**config.mk**
```make
export PLATFORM = sky130hd
export DESIGN_NAME = inline_markup_style_tagger
export DESIGN_NICKNAME = d
export VERILOG_FILES = /design/src/rtl/imst_pkg.sv /design/src/rtl/imst_ctrl.sv /design/src/rtl/imst_dpath.sv /design/src/rtl/inline_markup_style_tagger.sv
export SDC_FILE = /design/constraint.sdc
export NUM_CORES = 1
export LEC_CHECK = 0
export BUFFER_PORTS_ARGS = -buffer_cell sky130_fd_sc_hd__buf_2
export CORE_MARGIN = 4
export CORE_UTILIZATION = 49
export CTS_CLUSTER_SIZE = 16
export DETAILED_ROUTE_END_ITERATION = 6
export PLACE_DENSITY_LB_ADDON = 0.12
export REMOVE_ABC_BUFFERS = 1
export SLEW_MARGIN = 20
export SYNTH_ARGS = -nofsm -noshare
export SYNTH_HDL_FRONTEND = slang
export SYNTH_SLANG_ARGS = --single-unit
```
**constraint.sdc**
```tcl
create_clock -name aclk -period 6.91 [get_ports aclk]
set_input_delay 1.0365 -clock aclk [delete_from_list [all_inputs] [get_ports aclk]]
set_output_delay 1.0365 -clock aclk [all_outputs]
set_load 0.01 [all_outputs]
```
**src/rtl/imst_pkg.sv**
```systemverilog
`timescale 1ns / 1ps
// ---------------------------------------------------------------------------
// imst_pkg
// Shared types and character constants of the inline markup tagger.
// ---------------------------------------------------------------------------
package imst_pkg;

    localparam logic [7:0] CH_LT    = 8'h3C;
    localparam logic [7:0] CH_SLASH = 8'h2F;
    localparam logic [7:0] CH_GT    = 8'h3E;
    localparam logic [7:0] CH_NL    = 8'h0A;
    localparam logic [7:0] CH_SPACE = 8'h20;
    localparam logic [7:0] CH_LC_B  = 8'h62;
    localparam logic [7:0] CH_LC_I  = 8'h69;
    localparam logic [7:0] CH_LC_P  = 8'h70;
    localparam logic [7:0] CH_LC_R  = 8'h72;
    localparam logic [7:0] CH_LC_S  = 8'h73;
    localparam logic [7:0] CH_LC_U  = 8'h75;
    localparam logic [7:0] CASE_BIT = 8'h20;

    // scanner position relative to a tag
    typedef enum logic [2:0] {
        PH_IDLE, PH_LT, PH_SLASH, PH_NAME, PH_SLASHGT
    } phase_t;

    // tag kinds; formatting kinds fit in the low three bits
    typedef enum logic [3:0] {
        TG_NONE, TG_SUP, TG_SUB, TG_B, TG_I, TG_U, TG_S, TG_BR, TG_P
    } tag_t;

    // what the current byte does after any flush
    typedef enum logic [2:0] {
        ACT_EMIT, ACT_START_LT, ACT_HOLD, ACT_DROP, ACT_TAG
    } act_t;

    typedef struct packed {
        logic   flush;
        act_t   act;
        phase_t hold_phase;
        tag_t   tag;
        logic   closing;
        logic   slash;
    } dec_t;

    typedef struct packed {
        logic load;
        logic flush_emit;
        logic flush_final;
        logic act_exec;
        logic search_step;
        logic rebuild_step;
        logic mark_emit;
        logic finish;
    } cmd_t;

    typedef struct packed {
        logic flush_now;
        logic needs_out;
        logic needs_search;
        logic last;
        logic pend_last;
        logic pend_empty;
        logic search_end;
        logic search_hit;
        logic rebuild_end;
        logic emitted;
        logic out_free;
    } sts_t;

    typedef enum logic [6:0] {
        S_IDLE    = 7'b0000001,
        S_FLUSH1  = 7'b0000010,
        S_ACT     = 7'b0000100,
        S_SEARCH  = 7'b0001000,
        S_REBUILD = 7'b0010000,
        S_TAIL    = 7'b0100000,
        S_FLUSH2  = 7'b1000000
    } state_t;

endpackage

```
**src/rtl/imst_ctrl.sv**
```systemverilog
`timescale 1ns / 1ps
// ---------------------------------------------------------------------------
// imst_ctrl
// Sequencer: steps one request through flush, action, stack search and
// rebuild, and end-of-text handling.
// ---------------------------------------------------------------------------
module imst_ctrl (
    input  logic          aclk,
    input  logic          aresetn,
    input  logic          s_tvalid,
    output logic          in_ready,
    input  imst_pkg::sts_t sts,
    output imst_pkg::cmd_t cmd
);
    import imst_pkg::*;

    state_t state_reg, state_next;
    state_t after_st;

    assign after_st = sts.last ? S_TAIL : S_IDLE;
    assign in_ready = (state_reg == S_IDLE);

    // next state and commands
    always_comb begin
        cmd        = '0;
        state_next = state_reg;
        unique case (state_reg)
            S_IDLE: begin
                if (s_tvalid) begin
                    cmd.load   = 1'b1;
                    state_next = sts.flush_now ? S_FLUSH1 : S_ACT;
                end
            end
            S_FLUSH1: begin
                if (sts.out_free) begin
                    cmd.flush_emit = 1'b1;
                    if (sts.pend_last) state_next = S_ACT;
                end
            end
            S_ACT: begin
                if (!sts.needs_out || sts.out_free) begin
                    cmd.act_exec = 1'b1;
                    state_next   = sts.needs_search ? S_SEARCH : after_st;
                end
            end
            S_SEARCH: begin
                cmd.search_step = 1'b1;
                if (sts.search_end)      state_next = after_st;
                else if (sts.search_hit) state_next = S_REBUILD;
            end
            S_REBUILD: begin
                cmd.rebuild_step = 1'b1;
                if (sts.rebuild_end) state_next = after_st;
            end
            S_TAIL: begin
                if (!sts.pend_empty) begin
                    state_next = S_FLUSH2;
                end else if (sts.emitted) begin
                    cmd.finish = 1'b1;
                    state_next = S_IDLE;
                end else if (sts.out_free) begin
                    cmd.mark_emit = 1'b1;
                    cmd.finish    = 1'b1;
                    state_next    = S_IDLE;
                end
            end
            S_FLUSH2: begin
                if (sts.out_free) begin
                    cmd.flush_emit  = 1'b1;
                    cmd.flush_final = 1'b1;
                    if (sts.pend_last) begin
                        cmd.finish = 1'b1;
                        state_next = S_IDLE;
                    end
                end
            end
            default: state_next = S_IDLE;
        endcase
    end

    always_ff @(posedge aclk) begin
        if (!aresetn) state_reg <= S_IDLE;
        else          state_reg <= state_next;
    end

endmodule

```
**src/rtl/imst_dpath.sv**
```systemverilog
`timescale 1ns / 1ps
// ---------------------------------------------------------------------------
// imst_dpath
// Datapath: tag scanner state, held bytes, style stack with cached flags,
// paragraph state and the output register.
// ---------------------------------------------------------------------------
module imst_dpath #(
    parameter int STACK_DEPTH = 16
) (
    input  logic           aclk,
    input  logic           aresetn,
    input  logic           cfg_wr_en,
    input  logic           cfg_wr_data,
    input  logic [7:0]     in_char,
    input  logic           in_last,
    input  imst_pkg::cmd_t cmd,
    output imst_pkg::sts_t sts,
    input  logic           m_tready,
    output logic           m_tvalid,
    output logic [15:0]    m_tdata,
    output logic           m_tuser,
    output logic           m_tlast
);
    import imst_pkg::*;

    localparam int CNT_W = $clog2(STACK_DEPTH + 1);
    localparam int IDX_W = (STACK_DEPTH > 1) ? $clog2(STACK_DEPTH) : 1;

    // style flag bits: 0 bold, 1 italic, 2 underline, 3 strike, 4 sup, 5 sub
    function automatic logic [5:0] add_tag(input logic [5:0] f, input logic [2:0] t);
        logic [5:0] r;
        r = f;
        case (t)
            TG_B[2:0]:   r[0] = 1'b1;
            TG_I[2:0]:   r[1] = 1'b1;
            TG_U[2:0]:   r[2] = 1'b1;
            TG_S[2:0]:   r[3] = 1'b1;
            TG_SUP[2:0]: r[5:4] = 2'b01;
            TG_SUB[2:0]: r[5:4] = 2'b10;
            default:     r = f;
        endcase
        return r;
    endfunction

    logic                plain_reg;
    phase_t              phase_reg;
    logic [7:0]          pend_reg [5];
    logic [2:0]          pcount_reg;
    logic [2:0]          fidx_reg;
    logic [2:0]          stack_reg [STACK_DEPTH];
    logic [CNT_W-1:0]    scount_reg;
    logic [CNT_W-1:0]    sidx_reg;
    logic [CNT_W-1:0]    j_reg;
    logic [IDX_W-1:0]    hit_reg;
    logic                reb_reg;
    logic [5:0]          flags_reg;
    logic                para_reg, brk_reg, ovf_reg, emitted_reg;
    logic [7:0]          c_reg;
    logic                last_reg;
    dec_t                dec_reg;
    logic                out_valid_reg;
    logic [15:0]         out_data_reg;
    logic                out_user_reg, out_last_reg;

    // ---- decode of the incoming byte against the scanner state ----
    dec_t       dec_now;
    logic       in_alpha;
    logic [2:0] nstart, nlen;
    logic [7:0] la, lb, lc;
    tag_t       cls;
    act_t       idle_act;

    assign in_alpha = ((in_char >= 8'h41) && (in_char <= 8'h5A))
                   || ((in_char >= 8'h61) && (in_char <= 8'h7A));
    assign nstart   = ((pcount_reg >= 3'd2) && (pend_reg[1] == CH_SLASH)) ? 3'd2 : 3'd1;
    assign nlen     = pcount_reg - nstart;
    // held name bytes are letters, so forcing the case bit lowercases them
    assign la       = pend_reg[nstart] | CASE_BIT;
    assign lb       = pend_reg[nstart + 3'd1] | CASE_BIT;
    assign lc       = pend_reg[nstart + 3'd2] | CASE_BIT;
    assign idle_act = (in_char == CH_LT) ? ACT_START_LT : ACT_EMIT;

    always_comb begin
        cls = TG_NONE;
        case (nlen)
            3'd1: begin
                if (la == CH_LC_B)      cls = TG_B;
                else if (la == CH_LC_I) cls = TG_I;
                else if (la == CH_LC_U) cls = TG_U;
                else if (la == CH_LC_S) cls = TG_S;
                else if (la == CH_LC_P) cls = TG_P;
            end
            3'd2: if (la == CH_LC_B && lb == CH_LC_R) cls = TG_BR;
            3'd3: begin
                if (la == CH_LC_S && lb == CH_LC_U) begin
                    if (lc == CH_LC_P)      cls = TG_SUP;
                    else if (lc == CH_LC_B) cls = TG_SUB;
                end
            end
            default: cls = TG_NONE;
        endcase
    end

    always_comb begin
        dec_now            = '0;
        dec_now.act        = idle_act;
        dec_now.hold_phase = PH_IDLE;
        dec_now.tag        = cls;
        dec_now.closing    = (nstart == 3'd2);
        dec_now.slash      = (in_char == CH_SLASH);
        case (phase_reg)
            PH_LT: begin
                if (in_char == CH_SLASH) begin
                    dec_now.act = ACT_HOLD; dec_now.hold_phase = PH_SLASH;
                end else if (in_alpha) begin
                    dec_now.act = ACT_HOLD; dec_now.hold_phase = PH_NAME;
                end else begin
                    dec_now.flush = 1'b1;
                end
            end
            PH_SLASH: begin
                if (in_alpha) begin
                    dec_now.act = ACT_HOLD; dec_now.hold_phase = PH_NAME;
                end else begin
                    dec_now.flush = 1'b1;
                end
            end
            PH_NAME: begin
                if (in_alpha && nlen < 3'd3) begin
                    dec_now.act = ACT_HOLD; dec_now.hold_phase = PH_NAME;
                end else if ((in_char == CH_GT || in_char == CH_SLASH) && cls != TG_NONE) begin
                    dec_now.act = ACT_TAG;
                end else begin
                    dec_now.flush = 1'b1;
                end
            end
            PH_SLASHGT: begin
                if (in_char == CH_GT) dec_now.act = ACT_DROP;
                else                  dec_now.flush = 1'b1;
            end
            default: dec_now.act = idle_act;
        endcase
    end

    // ---- stack read port: search walks down, rebuild walks up ----
    logic [CNT_W-1:0] sidx_m1, j_p1, scount_m1;
    logic [IDX_W-1:0] rd_idx;
    logic [2:0]       rd_val;
    logic             shift_now;

    assign sidx_m1   = sidx_reg - CNT_W'(1);
    assign j_p1      = j_reg + CNT_W'(1);
    assign scount_m1 = scount_reg - CNT_W'(1);
    assign shift_now = (j_reg >= CNT_W'(hit_reg));
    assign rd_idx    = !reb_reg ? sidx_m1[IDX_W-1:0]
                     : (shift_now ? j_p1[IDX_W-1:0] : j_reg[IDX_W-1:0]);
    assign rd_val    = stack_reg[rd_idx];

    // ---- status to the sequencer ----
    logic tag_fmt;
    assign tag_fmt = (dec_reg.tag != TG_BR) && (dec_reg.tag != TG_P);

    always_comb begin
        sts              = '0;
        sts.flush_now    = dec_now.flush;
        sts.needs_out    = (dec_reg.act == ACT_EMIT)
                        || (dec_reg.act == ACT_TAG && dec_reg.tag == TG_BR);
        sts.needs_search = (dec_reg.act == ACT_TAG) && dec_reg.closing && !plain_reg && tag_fmt;
        sts.last         = last_reg;
        sts.pend_last    = (fidx_reg == pcount_reg - 3'd1);
        sts.pend_empty   = (pcount_reg == 3'd0);
        sts.search_end   = (sidx_reg == '0);
        sts.search_hit   = (sidx_reg != '0) && (rd_val == dec_reg.tag[2:0]);
        sts.rebuild_end  = (j_reg == scount_m1);
        sts.emitted      = emitted_reg;
        sts.out_free     = !out_valid_reg || m_tready;
    end

    // ---- emission select ----
    logic       emit_en, emit_bare, emit_last;
    logic [7:0] emit_char;
    logic       emit_plain;
    logic [5:0] emit_flags;
    logic       emit_np;

    always_comb begin
        emit_en   = 1'b0;
        emit_bare = 1'b0;
        emit_last = 1'b0;
        emit_char = 8'h00;
        if (cmd.flush_emit) begin
            emit_en   = 1'b1;
            emit_char = pend_reg[fidx_reg];
            emit_last = cmd.flush_final && sts.pend_last;
        end else if (cmd.act_exec && dec_reg.act == ACT_EMIT) begin
            emit_en   = 1'b1;
            emit_char = c_reg;
            emit_last = last_reg;
        end else if (cmd.act_exec && dec_reg.act == ACT_TAG && dec_reg.tag == TG_BR) begin
            emit_en   = 1'b1;
            emit_char = plain_reg ? CH_SPACE : CH_NL;
            emit_last = last_reg && !dec_reg.slash;
        end else if (cmd.mark_emit) begin
            emit_en   = 1'b1;
            emit_bare = 1'b1;
            emit_last = 1'b1;
        end
    end

    assign emit_plain = plain_reg || emit_bare;
    assign emit_flags = emit_plain ? 6'd0 : flags_reg;
    assign emit_np    = emit_plain ? 1'b0 : brk_reg;

    // ---- control state ----
    always_ff @(posedge aclk) begin
        if (!aresetn) begin
            plain_reg     <= 1'b0;
            phase_reg     <= PH_IDLE;
            pcount_reg    <= 3'd0;
            fidx_reg      <= 3'd0;
            scount_reg    <= '0;
            sidx_reg      <= '0;
            j_reg         <= '0;
            hit_reg       <= '0;
            reb_reg       <= 1'b0;
            flags_reg     <= 6'd0;
            para_reg      <= 1'b0;
            brk_reg       <= 1'b0;
            ovf_reg       <= 1'b0;
            emitted_reg   <= 1'b0;
            out_valid_reg <= 1'b0;
        end else begin
            if (cfg_wr_en) plain_reg <= cfg_wr_data;

            // output register
            if (emit_en)       out_valid_reg <= 1'b1;
            else if (m_tready) out_valid_reg <= 1'b0;

            if (cmd.load) begin
                emitted_reg <= 1'b0;
                fidx_reg    <= 3'd0;
            end

            // any real byte outside plain mode counts as paragraph content
            if (emit_en) begin
                emitted_reg <= 1'b1;
                if (!emit_plain && !cmd.finish) begin
                    brk_reg  <= 1'b0;
                    para_reg <= 1'b1;
                end
            end

            // held bytes go out in order, then scanning restarts
            if (cmd.flush_emit && !cmd.finish) begin
                if (sts.pend_last) begin
                    fidx_reg   <= 3'd0;
                    pcount_reg <= 3'd0;
                    phase_reg  <= PH_IDLE;
                end else begin
                    fidx_reg <= fidx_reg + 3'd1;
                end
            end

            if (cmd.act_exec) begin
                case (dec_reg.act)
                    ACT_START_LT: begin
                        pcount_reg <= 3'd1;
                        phase_reg  <= PH_LT;
                    end
                    ACT_HOLD: begin
                        pcount_reg <= pcount_reg + 3'd1;
                        phase_reg  <= dec_reg.hold_phase;
                    end
                    ACT_DROP: begin
                        pcount_reg <= 3'd0;
                        phase_reg  <= PH_IDLE;
                    end
                    ACT_TAG: begin
                        pcount_reg <= dec_reg.slash ? 3'd1 : 3'd0;
                        phase_reg  <= dec_reg.slash ? PH_SLASHGT : PH_IDLE;
                        if (!plain_reg && dec_reg.tag == TG_P) begin
                            if (para_reg) begin
                                brk_reg  <= 1'b1;
                                para_reg <= 1'b0;
                            end
                        end else if (!plain_reg && tag_fmt) begin
                            if (dec_reg.closing) begin
                                sidx_reg <= scount_reg;
                            end else if (scount_reg < CNT_W'(STACK_DEPTH)) begin
                                scount_reg <= scount_reg + CNT_W'(1);
                                flags_reg  <= add_tag(flags_reg, dec_reg.tag[2:0]);
                            end else begin
                                ovf_reg <= 1'b1;
                            end
                        end
                    end
                    default: ;
                endcase
            end

            // search for the topmost matching entry
            if (cmd.search_step && !sts.search_end) begin
                if (sts.search_hit) begin
                    reb_reg   <= 1'b1;
                    j_reg     <= '0;
                    hit_reg   <= sidx_m1[IDX_W-1:0];
                    flags_reg <= 6'd0;
                end else begin
                    sidx_reg <= sidx_m1;
                end
            end

            // close the gap and rebuild the cached flags bottom-up
            if (cmd.rebuild_step) begin
                if (sts.rebuild_end) begin
                    scount_reg <= scount_m1;
                    reb_reg    <= 1'b0;
                end else begin
                    flags_reg <= add_tag(flags_reg, rd_val);
                    j_reg     <= j_p1;
                end
            end

            // end of text clears the per-text state
            if (cmd.finish) begin
                phase_reg  <= PH_IDLE;
                pcount_reg <= 3'd0;
                fidx_reg   <= 3'd0;
                scount_reg <= '0;
                flags_reg  <= 6'd0;
                para_reg   <= 1'b0;
                brk_reg    <= 1'b0;
                ovf_reg    <= 1'b0;
            end
        end
    end

    // ---- payload registers ----
    always_ff @(posedge aclk) begin
        if (cmd.load) begin
            c_reg    <= in_char;
            last_reg <= in_last;
            dec_reg  <= dec_now;
        end
        if (cmd.act_exec) begin
            if (dec_reg.act == ACT_START_LT)
                pend_reg[0] <= CH_LT;
            else if (dec_reg.act == ACT_HOLD)
                pend_reg[pcount_reg] <= c_reg;
            else if (dec_reg.act == ACT_TAG && dec_reg.slash)
                pend_reg[0] <= CH_SLASH;
        end
        if (cmd.act_exec && dec_reg.act == ACT_TAG && !dec_reg.closing && !plain_reg
                && tag_fmt && scount_reg < CNT_W'(STACK_DEPTH))
            stack_reg[scount_reg[IDX_W-1:0]] <= dec_reg.tag[2:0];
        else if (cmd.rebuild_step && !sts.rebuild_end && shift_now)
            stack_reg[j_reg[IDX_W-1:0]] <= rd_val;
        if (emit_en) begin
            out_data_reg <= {ovf_reg, emit_np, emit_flags, emit_bare ? 8'h00 : emit_char};
            out_user_reg <= !emit_bare;
            out_last_reg <= emit_last;
        end
    end

    assign m_tvalid = out_valid_reg;
    assign m_tdata  = out_data_reg;
    assign m_tuser  = out_user_reg;
    assign m_tlast  = out_last_reg;

endmodule

```
**src/rtl/inline_markup_style_tagger.sv**
```systemverilog
`timescale 1ns / 1ps
// ---------------------------------------------------------------------------
// inline_markup_style_tagger
// Byte-stream markup tagger: strips sup/sub/b/i/u/s/br/p tags and tags each
// text byte with its style flags.
// ---------------------------------------------------------------------------
// Usage: one byte is taken per request, and a new one only once the block
// is idle again. A plain text byte is accepted, then emitted when the output
// register is free; a byte held inside a tag is accepted, then stored. Bytes
// released from a broken tag or at the end of the text go out in order while
// the output register is free; a closing step ends each text. A closing
// formatting tag walks the style stack, one entry per cycle from the top to
// the match, then once more from the bottom to close the gap and rebuild the
// cached flags. A bare end marker (tuser low) closes a text whose last byte
// produced nothing. plain_text_mode is written through cfg_wr_en while the
// block is idle; the user must ensure this, as the block does not check it.
module inline_markup_style_tagger #(
    parameter int STACK_DEPTH = 16
) (
    input  logic        aclk,
    input  logic        aresetn,
    input  logic        cfg_wr_en,
    input  logic        cfg_wr_data,   // plain_text_mode
    input  logic        s_tvalid,
    output logic        s_tready,
    input  logic [7:0]  s_tdata,       // [7:0] char_in
    input  logic        s_tlast,       // last_in
    output logic        m_tvalid,
    input  logic        m_tready,
    // [7:0] char_out, [8] bold, [9] italic, [10] underline, [11] strike,
    // [12] superscript, [13] subscript, [14] new_paragraph, [15] stack_overflow
    output logic [15:0] m_tdata,
    output logic        m_tuser,       // has_char
    output logic        m_tlast        // last_out
);
    import imst_pkg::*;

    cmd_t cmd;
    sts_t sts;

    imst_ctrl u_ctrl (
        .aclk     (aclk),
        .aresetn  (aresetn),
        .s_tvalid (s_tvalid),
        .in_ready (s_tready),
        .sts      (sts),
        .cmd      (cmd)
    );

    imst_dpath #(
        .STACK_DEPTH (STACK_DEPTH)
    ) u_dpath (
        .aclk        (aclk),
        .aresetn     (aresetn),
        .cfg_wr_en   (cfg_wr_en),
        .cfg_wr_data (cfg_wr_data),
        .in_char     (s_tdata),
        .in_last     (s_tlast),
        .cmd         (cmd),
        .sts         (sts),
        .m_tready    (m_tready),
        .m_tvalid    (m_tvalid),
        .m_tdata     (m_tdata),
        .m_tuser     (m_tuser),
        .m_tlast     (m_tlast)
    );

endmodule

```
## Word-level counts from Yosys, hierarchy flattened

Memory sizes are Yosys's and may differ from the RTL's. A register that Yosys moved wholly into a read port is not among the register bits.
Cells that the tools add are included.

- Reduce and logical (&&, ||, !) cells: 60
- Muxes and demuxes: 173
- Eq/ne operators: 65
- Bitwise gates (word level): 5
- $add $sub $neg: 10
- Magnitude comparators: 8

Operators with widths:

| operator | number |
|---|---|
| two-way mux 5 bit | 19 |
| two-way mux 7 bit | 13 |
| two-way mux 6 bit | 14 |
| two-way mux 1 bit | 77 |
| == test 7 x 6 -> 1 bit (second input constant) | 10 |
| two-way mux 3 bit | 19 |
| one-hot mux 7 bit (7 select lines) | 1 |
| two-way mux 4 bit | 10 |
| two-way mux 8 bit | 5 |
| one-hot mux 3 bit (4 select lines) | 3 |
| == test 3 x 2 -> 1 bit (second input constant) | 11 |
| == test 8 x 6 -> 1 bit (second input constant) | 4 |
| logical AND 1 bit | 30 |
| == test 3 bit (second input constant) | 8 |
| greater-or-equal comparator 8 x 7 -> 1 bit (second input constant) | 2 |
| <= comparator 8 x 7 -> 1 bit (second input constant) | 2 |
| == test 3 x 1 -> 1 bit (second input constant) | 5 |
| != test 2 x 1 -> 1 bit (second input constant) | 6 |
| != test 3 bit (second input constant) | 4 |
| one-hot mux 4 bit (3 select lines) | 1 |
| adder 5 x 1 -> 5 bit (second input constant) | 2 |
| logical NOT 1 bit | 10 |
| two-way mux 2 bit | 5 |
| subtractor 5 x 1 -> 5 bit (second input constant) | 2 |
| other kinds (40) | 58 |

- Bits in writable memories: 88
- Memories kept: 2
- Input bits: 15
- Output and inout port bits: 20
- Register bits after elaboration: 87
- Logic and storage cells: 355

Memory list:

| name | words | bits a word | rd ports | clocked after Yosys merged registers in | wr ports | line | text |
|---|---|---|---|---|---|---|---|
| u_dpath.stack_reg | 16 | 3 | 1 | 0 | 1 | imst_dpath.sv:50 | `logic [2:0] stack_reg [STACK_DEPTH];` |
| u_dpath.pend_reg | 5 | 8 | 5 | 1 | 1 | imst_dpath.sv:47 | `logic [7:0] pend_reg [5];` |

## Longest topological paths before layout

- Depth after elaboration: 21
- Gate-level depth with buffers: 17
- Depth with buffers taken out: 17

## Modules after synthesis

A second synthesis with hierarchy kept.

- Cell total of the unflattened synthesis: 847
- Area, all modules: 9287.7 um2

Modules (own cells, without submodules):

| module | area an instance (um2) | cells an instance | seq. area each (um2) | instances |
|---|---|---|---|---|
| imst_dpath | 8589.5 | 760 | 4664.5 | 1 |
| imst_ctrl | 698.2 | 87 | 140.1 | 1 |

## Worst setup path before layout

No wires, ideal clock.

- Path kind: register to register
- Start point: reg u_dpath.j_reg[0]
- End point: mem u_dpath.stack_reg[0][2], data pin
- Buffers on the path: 2
- Required time: 6580 ps
- Setup slack: 3351 ps
- Stages on the path, launching flop included: 13
- Setup time: 330 ps
- Arrival time: 3229 ps
- Period minus slack after synthesis: 3559 ps
- Cells stage by stage: dfxtp_1 buf_2 inv_1 ha_1 nor2b_1 nor3_1 a211oi_4 buf_6 nand3_1 a32o_1 o31ai_2 nand2_1 o21ai_0

- Word-level cells in the longest chain between the ends: 9
- Elaborated cells on any way between the ends: 14
- Classes of those cells: add/sub (1); order compare (1); eq/ne (1); mux (6); reduce/logical (4); memory (1)

RTL lines:

| element | line | text |
|---|---|---|
| from (decl) | imst_dpath.sv:53 | `logic [CNT_W-1:0] j_reg;` |
| from (signal assigned) | imst_dpath.sv:320 | `j_reg <= j_p1;` |
| branches (longest 8 deep; another with adder 5 x 1 -> 5 bit) | n/a |  |
| two-way mux 3 bit (no source line) * | n/a |  |
| to (decl) | imst_dpath.sv:50 |  |

Mark *: on every way between the ends.

## Worst setup path after layout

- Start point: reg u_dpath.j_reg[2]
- End point: reg u_dpath.sidx_reg[4]

- Word-level cells in the longest chain between the ends: 8
- Elaborated cells on any way between the ends: 9
- Classes of those cells: add/sub (1); order compare (1); eq/ne (1); mux (4); reduce/logical (1); memory (1)

RTL lines:

| element | line | text |
|---|---|---|
| adder 5 x 1 -> 5 bit or greater-or-equal comparator 5 x 4 -> 1 bit (tied branches) | imst_dpath.sv:152, imst_dpath.sv:154 |  |
| two-way mux 4 bit * | imst_dpath.sv:156 | `: (shift_now ? j_p1[IDX_W-1:0] : j_reg[IDX_W-1:0]);` |
| two-way mux 4 bit * | imst_dpath.sv:155 | `assign rd_idx = !reb_reg ? sidx_m1[IDX_W-1:0]` |
| memory read (16 x 3 bit) * | n/a |  |
| == test 3 bit * | imst_dpath.sv:173 | `sts.search_hit = (sidx_reg != '0) && (rd_val == dec_reg.tag[2:0]);` |
| logical AND 1 bit * | imst_dpath.sv:173 |  |
| two-way mux 5 bit * | imst_dpath.sv:303 | `if (sts.search_hit) begin` |
| two-way mux 5 bit * | imst_dpath.sv:302 | `if (cmd.search_step && !sts.search_end) begin` |
| to (signal assigned) | imst_dpath.sv:288 | `sidx_reg <= scount_reg;` |
| to (signal assigned) | imst_dpath.sv:309 | `sidx_reg <= sidx_m1;` |
| to (decl) | imst_dpath.sv:52 | `logic [CNT_W-1:0] sidx_reg;` |

Mark *: on every way between the ends. The rest lies on a longest branch, timed or not.
A chain may end at the register's enable or synchronous reset.

==> impl_metrics.yaml <==
outcome:
  status: "finished clean"
layout:
  multiInputGateArea_mm2: 0.00404
  drive_above_1_share_pct: 11.6
  stdcell_count: 1142
  antenna_cells: 0
  layout.nets: 930
  ff_latch_area_mm2: 0.00480
  n_fill_cell: 1554
  area_delta_synth_final_pct: 10.3
  largest_reg_flops: 48
worst_setup_path:
  worst-endpoint-arrival_ns: 5.22
  startpoint_type: "flop"
  reg2reg_depth: 11
  reg2reg_to: "u_dpath.sidx_reg[4]$_SDFF_PN0_"
  worstSetupPathType: "reg2reg"
  reg2reg_from: "u_dpath.j_reg[2]$_SDFF_PN0_"
  crit_path_start: "u_dpath.j_reg[2]$_SDFF_PN0_"
  crit_family: "compound AO/OA/AOI/OAI gates"
  cp-end-kind: "flop"
  crit_slowest_cell: "a221oi_2"
  cp_num_buf_inv: 0
  cp_max_fo: 24
  r2r_slack_ns: 2.02
  cpPeakStageDelay_ns: 0.93
  cp.required_ns: 7.24
  crit_chain: "ha_1 -> a21oi_1 -> o32ai_1 -> a211oi_4 -> and3_1 -> o32ai_1 -> o31ai_1 -> nand3_1 -> a221oi_2 -> nor3_1 -> o31a_1"
  worst_path_most_repeated_cell: "o32ai_1"
logic_synthesis:
  synth_seq_cells: 177
  avgSynthCellArea_um2: 10.5
  synth_edf_count: 126
  synth_cell_types: 87
  yosysWarnings: 0
  synth_area_mm2: 0.00915
  async_reset_ff_share_pct: 0
  yosys_most_used_dff: "edfxtp_1"
  synth-seq-area-share_pct: 52.5
  synthCells: 875
floorplanning:
  start_util_pct: 50.4
  dieArea_mm2: 0.0209
  die_y_um: 145
  rows: 49
  ios: 35
  coreArea_mm2: 0.0181
  die_x_um: 145
place:
  dp_hpwl_mm: 17.3
  dpl.cell_count: 1110
  place_congestion: 0.911
  post-place-ws_ns: 2.09
  port_buffers: 34
clock_network:
  cts.hold.buffers_added: 0
  path_clk_slew_ns: 0.07
  cts_setup_buffers: 0
  root_buffer: "clkbuf_16"
  cts_sinks: 177
  clockBufferDepth: 2
  cts_buffers: 17
  worstSkewPairLatency_ns: 0.43
  h-tree-depth: 4
  cts_tree: "done"
  post_cts_resized: 0
pwr:
  power_density_mw_per_mm2: 227
  finalPower_mw: 2.29
  vdd.ir_drop.worst_uv: 196
  p_leak_nw: 3.36
routing:
  dr.pass1.iters: 5
  totalWireLength_mm: 23.8
  vias: 7292
  drtIter0Drc: 779
  post_drt_wl_per_cell_um: 20.8
  viasPerCell: 6.39
  drc: 0
  ant_nets: 0
hold_path:
  hold_start: "u_dpath.ovf_reg$_SDFFE_PP0P_"
  hold_path_depth: 0
  hold_path.class: "reg2reg"
  holdPathEnd: "u_dpath.m_tdata[15]$_DFFE_PN_"
global_route:
  track_usage_pct: 23.7
  antenna_found_initial: 0
  grt_pass1_wl_mm: 38.5
  gr-total-overflow: 0
  grt_max_degree: 29
  grt_pass1_vias: 7000
flow_run:
  maxCapViolations: 0
sta:
  worstMarginPinSlew_ns: 1.08
  timing.final.crit_period_ns: 4.89
  max_freq_ghz: 0.204
  period_share_pct: 70.8
  setup_tns_ns: 0
  drv_slew: 0
  clock_skew_ns: 0.0124
  finalHoldViolCount: 0
  rsz0062_at_grt: "no"
  layout_setup_ws_ns: 2.02
  holdWs_ns: 0.450
  slew_headroom_pct: 28.3
  finalSetupViolCount: 0
-- placed cells by master (no fill, tap or decap), types with 11 or more instances in the layout --
cell type	netlist	routed
a211oi_1	11	11
clkbuf_16	0	17
a21oi_1	47	47
nand3_1	28	28
nor3_1	42	42
nor2b_1	14	14
and2_1	15	15
nand2_1	66	66
inv_1	36	36
a31oi_1	16	16
xor2_1	11	11
o22ai_1	16	16
nor3b_1	17	16
nor2_1	81	81
nand2b_1	19	19
nor4_1	14	14
edfxtp_1	126	126
ha_1	14	14
o21ai_0	42	42
buf_2	2	34
dfxtp_1	51	51
-- Yosys cell counts (11+ instances only) --
cell type    n  area, um2
nor2b_1     14       87.6
nor3b_1     17        128
inv_1       36        135
dfxtp_1     51       1020
a21oi_1     47        235
nand3_1     28        140
clkbuf_1    29        109
nand2b_1    19        119
a31oi_1     16        100
xor2_1      11       96.3
ha_1        14        175
nor3_1      42        210
nor2_1      81        304
o21ai_0     42        210
and2_1      15       93.8
nor4_1      14       87.6
nand2_1     66        248
edfxtp_1   126       3780
a211oi_1    11       82.6
o22ai_1     16        100
-- worst max path at each step --
stage / end / depth (start not counted)
after floorplan: u_dpath.sidx_reg[4]$_SDFF_PN0_ / 11
after global placement: u_dpath.sidx_reg[4]$_SDFF_PN0_ / 11
after detailed placement: u_dpath.sidx_reg[4]$_SDFF_PN0_ / 11
after CTS: u_dpath.sidx_reg[4]$_SDFF_PN0_ / 11
after global routing: u_dpath.hit_reg[0]$_SDFFE_PN0P_ / 11
final: u_dpath.sidx_reg[4]$_SDFF_PN0_ / 11
-- layout make-up --
type,instances,area share (%)
clock inverters,15,1.59
multi-input cells,623,40.0
inverters,38,1.41
flip-flops and latches,177,47.6
clock buffers,17,4.21
repair buffers,43,2.35
well taps,229,2.84
-- report_power, final --
part | switching, mW | internal, mW | total, mW
clock | 0.425 | 0.536 | 0.962
combinational | 0.0936 | 0.0430 | 0.137
sequential | 0.0240 | 1.17 | 1.19
total | 0.543 | 1.75 | 2.29
-- routing by layer --
layer / track usage [%] / wire [um] / vias to the layer above
met5: 0 / 0 / -
met4: 6.82 / 346 / 0
met3: 3.71 / 1740 / 29
met2: 36.2 / 10700 / 341
met1: 35.3 / 11000 / 3545
li1: - / - / 3377
-- logic make-up after synthesis --
family,synth area share (%)
buffers and inverters,3.43
AOI/OAI and AO/OA,16.5
xor gates and xnor gates,2.16
and+or+nand+nor,20.2
adders and majority gates,2.13
DFF,52.5
muxes,3.08
-- metrics by stage --
step	utilization [%]	cell area [um2]
after floorplan	-	8980
after global placement	52.4	9510
after detailed placement	52.4	9510
after CTS	55.6	10100
after global routing	55.6	10100
final	55.6	10100
Note: power is estimated with default switching activity, not from simulation.
